<file path="src/hw/rtl/ssr_pkg.sv">
// ----------------------------------------------------------------------------
// ssr_pkg
// Types and constants shared by the stream substring replace unit.
// ----------------------------------------------------------------------------
package ssr_pkg;

	localparam int BYTE_W     = 8;
	localparam int LEN_W      = 4;   // length registers and burst counts
	localparam int CFG_IDX_W  = 4;
	localparam int CFG_DATA_W = 64;

	typedef enum logic [CFG_IDX_W-1:0] {
		CFG_SEARCH_PATTERN     = 4'd0,
		CFG_PATTERN_LENGTH     = 4'd1,
		CFG_REPLACEMENT_TEXT   = 4'd2,
		CFG_REPLACEMENT_LENGTH = 4'd3
	} cfg_reg_t;

	// control half of a result burst handed from the window to the output stage
	typedef struct packed {
		logic [LEN_W-1:0] count;
		logic             last;
	} burst_ctl_t;

endpackage

</file>
<file path="src/hw/rtl/ssr_if.sv">
// ----------------------------------------------------------------------------
// ssr interfaces
// Valid/ready channels for text input, rewritten output and configuration.
// ----------------------------------------------------------------------------
interface ssr_text_if;
	logic                       valid;
	logic                       ready;
	logic [ssr_pkg::BYTE_W-1:0] text_byte;
	logic                       text_last;

	modport source (output valid, output text_byte, output text_last, input ready);
	modport sink   (input valid, input text_byte, input text_last, output ready);
endinterface

interface ssr_out_if;
	logic                       valid;
	logic                       ready;
	logic [ssr_pkg::BYTE_W-1:0] out_byte;
	logic                       out_last;

	modport source (output valid, output out_byte, output out_last, input ready);
	modport sink   (input valid, input out_byte, input out_last, output ready);
endinterface

interface ssr_cfg_if;
	logic                           valid;
	logic                           ready;
	logic [ssr_pkg::CFG_IDX_W-1:0]  index;
	logic [ssr_pkg::CFG_DATA_W-1:0] data;

	modport source (output valid, output index, output data, input ready);
	modport sink   (input valid, input index, input data, output ready);
endinterface

</file>
<file path="src/hw/rtl/ssr_window.sv">
// ----------------------------------------------------------------------------
// ssr_window
// Pending-byte window, pattern compare and burst formation for one item.
// ----------------------------------------------------------------------------
module ssr_window #(
	parameter int MAX_PATTERN_BYTES     = 8,
	parameter int MAX_REPLACEMENT_BYTES = 8,
	parameter int BURST_DEPTH           = 8
) (
	input  logic                                     clk,
	input  logic                                     arst_n,
	input  logic                                     commit,
	input  logic [ssr_pkg::BYTE_W-1:0]               text_byte,
	input  logic                                     text_last,
	input  logic [MAX_PATTERN_BYTES*ssr_pkg::BYTE_W-1:0]     pattern,
	input  logic [ssr_pkg::LEN_W-1:0]                plen,
	input  logic [MAX_REPLACEMENT_BYTES*ssr_pkg::BYTE_W-1:0] repl,
	input  logic [ssr_pkg::LEN_W-1:0]                rlen,
	output logic [ssr_pkg::BYTE_W-1:0]               burst_bytes [BURST_DEPTH],
	output ssr_pkg::burst_ctl_t                      burst_ctl
);

	localparam int FillW = $clog2(MAX_PATTERN_BYTES + 1);
	localparam int LenW  = ssr_pkg::LEN_W;

	logic [ssr_pkg::BYTE_W-1:0] win_q [MAX_PATTERN_BYTES];
	logic [ssr_pkg::BYTE_W-1:0] wins  [MAX_PATTERN_BYTES];
	logic [ssr_pkg::BYTE_W-1:0] win_d [MAX_PATTERN_BYTES];
	logic [FillW-1:0]           fill_q;
	logic [FillW-1:0]           fill_d;
	logic [LenW-1:0]            fill1;
	logic [LenW-1:0]            pop;
	logic                       pass;
	logic                       all_eq;
	logic                       hit;

	// window with the new byte written at the fill point
	always_comb begin
		for (int i = 0; i < MAX_PATTERN_BYTES; i++) begin
			wins[i] = (fill_q == FillW'(i)) ? text_byte : win_q[i];
		end
	end

	always_comb begin
		all_eq = 1'b1;
		for (int i = 0; i < MAX_PATTERN_BYTES; i++) begin
			if (LenW'(i) < plen && wins[i] != pattern[ssr_pkg::BYTE_W*i +: ssr_pkg::BYTE_W])
				all_eq = 1'b0;
		end
	end

	assign fill1 = LenW'(fill_q) + LenW'(1);
	assign pass  = (plen == '0) || (rlen == '0);
	assign hit   = (fill1 == plen) && all_eq;
	assign pop   = fill1 - plen + LenW'(1);

	always_comb begin
		for (int i = 0; i < BURST_DEPTH; i++) begin
			burst_bytes[i] = '0;
		end
		for (int i = 0; i < MAX_PATTERN_BYTES; i++) begin
			burst_bytes[i] = wins[i];
			win_d[i]       = wins[i];
		end
		burst_ctl.last  = text_last;
		burst_ctl.count = '0;
		fill_d          = FillW'(fill1);

		if (pass) begin
			// either length zero: byte goes straight through, window dropped
			burst_bytes[0]  = text_byte;
			burst_ctl.count = LenW'(1);
			fill_d          = '0;
		end else if (hit) begin
			for (int i = 0; i < MAX_REPLACEMENT_BYTES; i++) begin
				burst_bytes[i] = repl[ssr_pkg::BYTE_W*i +: ssr_pkg::BYTE_W];
			end
			burst_ctl.count = rlen;
			fill_d          = '0;
		end else if (text_last) begin
			burst_ctl.count = fill1;
			fill_d          = '0;
		end else if (fill1 >= plen) begin
			// emit oldest bytes until the window is one short of the pattern
			burst_ctl.count = pop;
			fill_d          = FillW'(plen - LenW'(1));
			for (int k = 1; k <= MAX_PATTERN_BYTES; k++) begin
				for (int i = 0; i < MAX_PATTERN_BYTES - k; i++) begin
					if (pop == LenW'(k))
						win_d[i] = wins[i + k];
				end
			end
		end
	end

	always_ff @(posedge clk) begin
		if (commit) begin
			win_q <= win_d;
		end
	end

	always_ff @(posedge clk or negedge arst_n) begin
		if (!arst_n) begin
			fill_q <= '0;
		end else if (commit) begin
			fill_q <= fill_d;
		end
	end

endmodule

</file>
<file path="src/hw/rtl/ssr_burst.sv">
// ----------------------------------------------------------------------------
// ssr_burst
// Result register holds one item's burst, sent a byte a cycle unless stalled.
// ----------------------------------------------------------------------------
module ssr_burst #(
	parameter int BURST_DEPTH = 8
) (
	input  logic                       clk,
	input  logic                       arst_n,
	input  logic                       load,
	input  logic [ssr_pkg::BYTE_W-1:0] burst_bytes [BURST_DEPTH],
	input  ssr_pkg::burst_ctl_t        burst_ctl,
	output logic                       free,
	ssr_out_if.source                  text_out
);

	localparam int IdxW = (BURST_DEPTH > 1) ? $clog2(BURST_DEPTH) : 1;
	localparam int LenW = ssr_pkg::LEN_W;

	logic [ssr_pkg::BYTE_W-1:0] data_s2 [BURST_DEPTH];
	logic [LenW-1:0]            rem_s2;
	logic [IdxW-1:0]            idx_s2;
	logic                       last_s2;
	logic                       fire;

	assign fire              = text_out.valid && text_out.ready;
	assign text_out.valid    = (rem_s2 != '0);
	assign text_out.out_byte = data_s2[idx_s2];
	assign text_out.out_last = last_s2 && (rem_s2 == LenW'(1));
	// free when empty or once the last byte of the current burst leaves this cycle
	assign free = (rem_s2 == '0) || ((rem_s2 == LenW'(1)) && text_out.ready);

	always_ff @(posedge clk) begin
		if (load) begin
			data_s2 <= burst_bytes;
		end
	end

	always_ff @(posedge clk or negedge arst_n) begin
		if (!arst_n) begin
			rem_s2  <= '0;
			idx_s2  <= '0;
			last_s2 <= 1'b0;
		end else if (load) begin
			rem_s2  <= burst_ctl.count;
			idx_s2  <= '0;
			last_s2 <= burst_ctl.last;
		end else if (fire) begin
			rem_s2 <= rem_s2 - LenW'(1);
			idx_s2 <= idx_s2 + IdxW'(1);
		end
	end

endmodule

</file>
<file path="src/hw/rtl/stream_substring_replace_unit.sv">
// ----------------------------------------------------------------------------
// stream_substring_replace_unit
// Streaming find-and-replace over a byte stream with a last-byte flag.
// ----------------------------------------------------------------------------
// Takes one text byte per item and rewrites the stream so that every leftmost,
// non-overlapping occurrence of the search pattern (1 to MAX_PATTERN_BYTES
// bytes) becomes the replacement text (1 to MAX_REPLACEMENT_BYTES bytes).
// Bytes that might still start a match wait in a small window; the item that
// marks the last byte flushes it, and out_last rides on the final output byte.
// A zero pattern or replacement length makes the unit a plain pass-through.
// Timing: an input item is registered; once the result register is free, the
// compare logic loads the item's output burst into it, and the first output
// byte is offered from there. Each item yields 0 to 8 bytes; the result
// register plays them out one per cycle unless the output stalls, so an item
// producing more than one byte holds the input until its last byte leaves,
// and items producing zero or one byte stream at one item per cycle while the
// output is ready. The input register accepts a new item while a result still
// waits on the output side. Config registers are written through cfg, always
// ready, and must only change while the unit is idle.
// ----------------------------------------------------------------------------
module stream_substring_replace_unit #(
	parameter int MAX_PATTERN_BYTES     = 8,
	parameter int MAX_REPLACEMENT_BYTES = 8
) (
	input  logic       clk,
	input  logic       arst_n,
	ssr_text_if.sink   text_in,
	ssr_out_if.source  text_out,
	ssr_cfg_if.sink    cfg
);

	localparam int BurstDepth = (MAX_PATTERN_BYTES > MAX_REPLACEMENT_BYTES) ?
	                            MAX_PATTERN_BYTES : MAX_REPLACEMENT_BYTES;
	localparam int LenW = ssr_pkg::LEN_W;
	localparam int PatW = MAX_PATTERN_BYTES * ssr_pkg::BYTE_W;
	localparam int RepW = MAX_REPLACEMENT_BYTES * ssr_pkg::BYTE_W;

	// config registers; only the bytes the parameters allow are kept
	logic [PatW-1:0] pattern_q;
	logic [LenW-1:0] plen_q;
	logic [RepW-1:0] repl_q;
	logic [LenW-1:0] rlen_q;
	logic [LenW-1:0] plen;
	logic [LenW-1:0] rlen;

	// input stage
	logic                       valid_s1;
	logic [ssr_pkg::BYTE_W-1:0] byte_s1;
	logic                       last_s1;

	logic                       in_fire;
	logic                       xfer;
	logic                       burst_free;
	logic [ssr_pkg::BYTE_W-1:0] burst_bytes [BurstDepth];
	ssr_pkg::burst_ctl_t        burst_ctl;

	assign cfg.ready = 1'b1;

	always_ff @(posedge clk or negedge arst_n) begin
		if (!arst_n) begin
			pattern_q <= '0;
			plen_q    <= '0;
			repl_q    <= '0;
			rlen_q    <= '0;
		end else if (cfg.valid) begin
			case (ssr_pkg::cfg_reg_t'(cfg.index))
				ssr_pkg::CFG_SEARCH_PATTERN:     pattern_q <= cfg.data[PatW-1:0];
				ssr_pkg::CFG_PATTERN_LENGTH:     plen_q    <= cfg.data[LenW-1:0];
				ssr_pkg::CFG_REPLACEMENT_TEXT:   repl_q    <= cfg.data[RepW-1:0];
				ssr_pkg::CFG_REPLACEMENT_LENGTH: rlen_q    <= cfg.data[LenW-1:0];
				default: begin
				end
			endcase
		end
	end

	// lengths above the supported maxima saturate
	assign plen = (plen_q > LenW'(MAX_PATTERN_BYTES)) ? LenW'(MAX_PATTERN_BYTES) : plen_q;
	assign rlen = (rlen_q > LenW'(MAX_REPLACEMENT_BYTES)) ?
	              LenW'(MAX_REPLACEMENT_BYTES) : rlen_q;

	// the held item moves on (and updates the window) once the burst stage frees
	assign xfer          = valid_s1 && burst_free;
	assign text_in.ready = !valid_s1 || xfer;
	assign in_fire       = text_in.valid && text_in.ready;

	always_ff @(posedge clk) begin
		if (in_fire) begin
			byte_s1 <= text_in.text_byte;
			last_s1 <= text_in.text_last;
		end
	end

	always_ff @(posedge clk or negedge arst_n) begin
		if (!arst_n) begin
			valid_s1 <= 1'b0;
		end else if (in_fire) begin
			valid_s1 <= 1'b1;
		end else if (xfer) begin
			valid_s1 <= 1'b0;
		end
	end

	ssr_window #(
		.MAX_PATTERN_BYTES     (MAX_PATTERN_BYTES),
		.MAX_REPLACEMENT_BYTES (MAX_REPLACEMENT_BYTES),
		.BURST_DEPTH           (BurstDepth)
	) u_window (
		.clk         (clk),
		.arst_n      (arst_n),
		.commit      (xfer),
		.text_byte   (byte_s1),
		.text_last   (last_s1),
		.pattern     (pattern_q),
		.plen        (plen),
		.repl        (repl_q),
		.rlen        (rlen),
		.burst_bytes (burst_bytes),
		.burst_ctl   (burst_ctl)
	);

	ssr_burst #(
		.BURST_DEPTH (BurstDepth)
	) u_burst (
		.clk         (clk),
		.arst_n      (arst_n),
		.load        (xfer),
		.burst_bytes (burst_bytes),
		.burst_ctl   (burst_ctl),
		.free        (burst_free),
		.text_out    (text_out)
	);

endmodule

</file>
<file path="src/flat_wrapper.sv">
// flat-port wrapper written by rule: the top's interface ports become plain ports
module stream_substring_replace_unit_flat 
#(
	parameter int MAX_PATTERN_BYTES     = 8,
	parameter int MAX_REPLACEMENT_BYTES = 8
)
  (clk, arst_n, text_in_valid, text_in_text_byte, text_in_text_last, text_in_ready, text_out_valid, text_out_out_byte, text_out_out_last, text_out_ready, cfg_valid, cfg_index, cfg_data, cfg_ready);
  ssr_text_if text_in_i ();
  ssr_out_if text_out_i ();
  ssr_cfg_if cfg_i ();
  input  logic clk;
  input  logic arst_n;
  input wire logic [$bits(text_in_i.valid)-1:0] text_in_valid;
  input wire logic [$bits(text_in_i.text_byte)-1:0] text_in_text_byte;
  input wire logic [$bits(text_in_i.text_last)-1:0] text_in_text_last;
  output wire logic [$bits(text_in_i.ready)-1:0] text_in_ready;
  output wire logic [$bits(text_out_i.valid)-1:0] text_out_valid;
  output wire logic [$bits(text_out_i.out_byte)-1:0] text_out_out_byte;
  output wire logic [$bits(text_out_i.out_last)-1:0] text_out_out_last;
  input wire logic [$bits(text_out_i.ready)-1:0] text_out_ready;
  input wire logic [$bits(cfg_i.valid)-1:0] cfg_valid;
  input wire logic [$bits(cfg_i.index)-1:0] cfg_index;
  input wire logic [$bits(cfg_i.data)-1:0] cfg_data;
  output wire logic [$bits(cfg_i.ready)-1:0] cfg_ready;
  assign text_in_i.valid = text_in_valid;
  assign text_in_i.text_byte = text_in_text_byte;
  assign text_in_i.text_last = text_in_text_last;
  assign text_in_ready = text_in_i.ready;
  assign text_out_valid = text_out_i.valid;
  assign text_out_out_byte = text_out_i.out_byte;
  assign text_out_out_last = text_out_i.out_last;
  assign text_out_i.ready = text_out_ready;
  assign cfg_i.valid = cfg_valid;
  assign cfg_i.index = cfg_index;
  assign cfg_i.data = cfg_data;
  assign cfg_ready = cfg_i.ready;
  stream_substring_replace_unit #(.MAX_PATTERN_BYTES(MAX_PATTERN_BYTES), .MAX_REPLACEMENT_BYTES(MAX_REPLACEMENT_BYTES)) u_core (.clk(clk), .arst_n(arst_n), .text_in(text_in_i), .text_out(text_out_i), .cfg(cfg_i));
endmodule
</file>
<file path="config.mk">
export PLATFORM = sky130hd
export DESIGN_NAME = stream_substring_replace_unit_flat
export DESIGN_NICKNAME = d
export VERILOG_FILES = /design/src/hw/rtl/ssr_pkg.sv /design/src/hw/rtl/ssr_if.sv /design/src/hw/rtl/ssr_window.sv /design/src/hw/rtl/ssr_burst.sv /design/src/hw/rtl/stream_substring_replace_unit.sv /design/src/flat_wrapper.sv
export SDC_FILE = /design/constraint.sdc
export NUM_CORES = 1
export LEC_CHECK = 0
export ABC_CLOCK_PERIOD_IN_PS = 14000
export BUFFER_PORTS_ARGS = -buffer_cell sky130_fd_sc_hd__buf_4
export CAP_MARGIN = 20
export CORE_MARGIN = 10
export CORE_UTILIZATION = 60
export CTS_BUF_LIST = sky130_fd_sc_hd__clkbuf_16
export DETAILED_ROUTE_END_ITERATION = 12
export GPL_TIMING_DRIVEN = 1
export PLACE_DENSITY = 0.88
export SKIP_CTS_REPAIR_TIMING = 1
export SLEW_MARGIN = 20
export SYNTH_ARGS = -nofsm -noshare
export SYNTH_HDL_FRONTEND = slang
export SYNTH_SLANG_ARGS = --single-unit
export TNS_END_PERCENT = 20
</file>
<file path="constraint.sdc">
create_clock -name clk -period 14 [get_ports clk]
set_input_delay 2.1 -clock clk [delete_from_list [all_inputs] [get_ports clk]]
set_output_delay 2.1 -clock clk [all_outputs]
set_load 0.005 [all_outputs]
</file>
==> flow_metrics.tcl <==
set metrics [dict create \
    synth-simple-area-share_pct 10.1 \
    ioPinCount 94 \
    clkSlewWorstSetupHoldPaths_ps 60 \
    fp-row-count 60 \
    cts_root_buf "clkbuf_16" \
    gp_congestion 1.04 \
    tightest_slew_ps 1140 \
    worst_slack_ps 8310 \
    regArea_um2 7840 \
    grt_pass1_vias 13400 \
    ys_warn_count 0 \
    track_usage_pct 32.8 \
    crit_top_cell "buf_4" \
    netlist_top_cells_count "nand2_1, dfrtp_1, edfxtp_1" \
    reg2reg_to "u_core.u_window.win_q[32]$_DFFE_PP_" \
    die_area_um2 34400 \
    die_h_um 185 \
    vdd_ir_drop_max_mv 0.172 \
    pwr_density_cell_nw_per_um2 250 \
    grt_max_degree 80 \
    synth_top_family_by_area "multiplexers" \
    cp_max_fo 28 \
    end_kind "flop" \
    status "finished clean" \
    ys.flop_type "dfrtp_1" \
    slew_violations 0 \
    synthMuxAreaShare_pct 18.0 \
    p_total_uw 4600 \
    dr.pass1.iters 6 \
    final_nets 1709 \
    placedCellCount 1915 \
    routed_wl_mm 56.6 \
    fill_cells 1942 \
    synth-edff-count 137 \
    reg2reg_setup_slack_ps 8310 \
    die_x_um 185 \
    crit_path_start_kind "flop" \
    syn_area_um2 16400 \
    ys_types 74 \
    overflow 0 \
    startpoint "u_core.u_window.fill_q[0]$_DFFE_PN0P_" \
    core-area_um2 27000 \
    cts_htree_levels 1 \
    crit_path_max_incr_delay_ps 920 \
    max-cap-violations 0 \
    place_ws_ps 8450 \
    clkSinkCount 286 \
    synth.top_cell.area_share_pct 25.1 \
    dr_total_vias 13700 \
    synth-compound-area-share_pct 14.9 \
    drt_iter0_drc 2164 \
    synth.area.top_cells "edfxtp_1, dfrtp_1, mux2_2, mux2i_1, a21oi_1" \
    routedWlPerCell_um 28.7 \
    fin_crit_sh_pct 40.6 \
    ys_ff_latch 286 \
    timing_worst_setup_path_type "reg2reg" \
    hp-class "reg2reg" \
    viasPerCell 6.92 \
    synthArstFlopShare_pct 52.1 \
    avgSynthCellArea_um2 10.7 \
    endpoint "u_core.u_window.win_q[32]$_DFFE_PP_" \
    cp_data_required_time_ps 14320 \
    slowest_stage "a2111oi_0" \
    max_freq_mhz 176 \
    reg2reg_from "u_core.u_window.fill_q[0]$_DFFE_PN0P_" \
    clk_latency_ps 580 \
    holdWs_ps 509 \
    syn-num-nets 1640 \
    max_slew_margin_pct 23.5 \
    hold_viol_final 0 \
    drive_gt1_share_pct 21.9 \
    fin_worst_skew_ps 17.9 \
    critical_path_arrival_ps 6010 \
    clk_path_buf_depth 3 \
    rsz0062_at_grt "no" \
    setup_tns_ps 0 \
    grt_pass1_wl_mm 84.6 \
    p_leak_uw 0.00772 \
    cts_buffers 31 \
    ys_seq_area_share_pct 47.8 \
    cts_tree "yes" \
    drtAntennaViolNets 0 \
    setup_viol 0 \
    yosysMostFrequentCell "nand2_1" \
    antenna_found_initial 3 \
    antennaDiodeCount 0 \
    syn_inst 1538 \
    drcViolationCount 0 \
    area_growth_pct 12.1 \
    fin_crit_ps 5690 \
    portBuffers 92 \
    hpwl_mm 39.9 \
    initial_core_util_pct 60.9 \
    synthAdderAreaFrac_pct 1.62 \
    path_cells "inv_1, ha_1, nor3b_2, mux2i_1, nor2_1, a2111oi_0, nand2_1, a2111oi_4, a31oi_1, buf_4, and2_2, buf_4, mux2_1" \
    layoutNonFillerInstCount 1973 \
    yosys.area.top_type "edfxtp_1" \
    multi_input_area_um2 7940 \
    rr_worst_depth 13 \
    synth_xor_area_share_pct 3.58 \
]
-- worst max-delay path, delay by kind of cell, from the launching register on --
kind	cells	cell delay, ps
compound gates	3	1580
simple gates	4	1540
mux	2	950
buf+inv	3	700
flops	1	470
fa+ha+maj	1	190
-- layout make-up --
type / count / area share [%]
clock buffer: 31 / 4.22
multi-input combinational: 1094 / 43.2
sequential: 286 / 42.6
clock inverter: 27 / 0.837
tap: 341 / 2.32
timing repair buffer: 138 / 5.65
inverter: 56 / 1.16
-- worst min path at each step --
stage / startpoint / endpoint / slack, ps / cells past startpoint
final: u_core.repl_q[11]$_DFFE_PN0P_ / u_core.repl_q[11]$_DFFE_PN0P_ / 510 / 1
after global placement: u_core.repl_q[2]$_DFFE_PN0P_ / u_core.repl_q[2]$_DFFE_PN0P_ / 490 / 1
after global routing: u_core.repl_q[11]$_DFFE_PN0P_ / u_core.repl_q[11]$_DFFE_PN0P_ / 520 / 1
after detailed placement: u_core.repl_q[50]$_DFFE_PN0P_ / u_core.repl_q[50]$_DFFE_PN0P_ / 490 / 1
after floorplan: u_core.u_burst.last_s2$_DFFE_PN0P_ / u_core.u_burst.last_s2$_DFFE_PN0P_ / 440 / 2
after CTS: u_core.repl_q[11]$_DFFE_PN0P_ / u_core.repl_q[11]$_DFFE_PN0P_ / 510 / 1
-- registers in the layout (all words and copies together) (netlist names) --
signal / flops
u_core.last_s1: 1
u_core.u_burst.last_s2: 1
u_core.plen_q: 4
u_core.pattern_q: 64
u_core.valid_s1: 1
u_core.u_burst.data_s2: 64
u_core.u_window.fill_q: 4
u_core.u_window.win_q: 64
u_core.u_burst.rem_s2: 4
u_core.repl_q: 64
u_core.byte_s1: 8
u_core.rlen_q: 4
u_core.u_burst.idx_s2: 3
-- logic make-up (layout without fill, tap and decap cells) --
kind of cell               Yosys count  after routing
other                                1              1
xor gates and xnor gates            67             67
muxes                              257            257
AOI/OAI and AO/OA                  380            380
and+or+nand+nor                    369            369
DFF                                286            286
adders and majority gates           20             20
buffers and inverters              158            252
-- per-stage QoR --
step	util, %	instance area (um2)
after floorplan	-	16400
after global placement	64.8	17500
after detailed placement	64.8	17500
after CTS	68.3	18400
after global routing	68.3	18400
final	68.3	18400
-- routing by layer --
| layer | vias to the layer above | GRT usage, % | share of wire, % |
|---|---|---|---|
| li1 | 5780 | - | - |
| met1 | 6649 | 43.5 | 37 |
| met2 | 1023 | 49.5 | 44 |
| met3 | 202 | 8.97 | 13 |
| met4 | 4 | 13.9 | 4.9 |
| met5 | - | 0 | 0.042 |
-- cell usage in the layout, fill, tap and decap left out, types with 8 or more instances in the layout --
master     synthesis  layout
nand2_1          150     149
dfrtp_1          149     149
buf_4              2     137
edfxtp_1         137     137
mux2_2           134     134
a21oi_1          126     126
nor2_1           122     121
mux2i_1          101     101
o21ai_0           82      82
inv_1             56      67
xor2_1            41      41
o22ai_1           35      35
clkbuf_16          0      31
xnor2_1           26      26
nand3_1           22      22
a22oi_1           19      19
o211ai_1          18      18
nor2b_1           17      17
ha_1              18      17
mux4_2            16      16
o2bb2ai_1         12      12
a31oi_1           11      11
o221ai_1          11      11
nor3_1            11      10
a211oi_1           8       8
-- power by group --
group          switching, uW  internal, uW  total [uW]
sequential               203          1200        1400
clock                    344           419         763
combinational           1570           864        2440
Note: power is estimated with default switching activity, not from simulation.
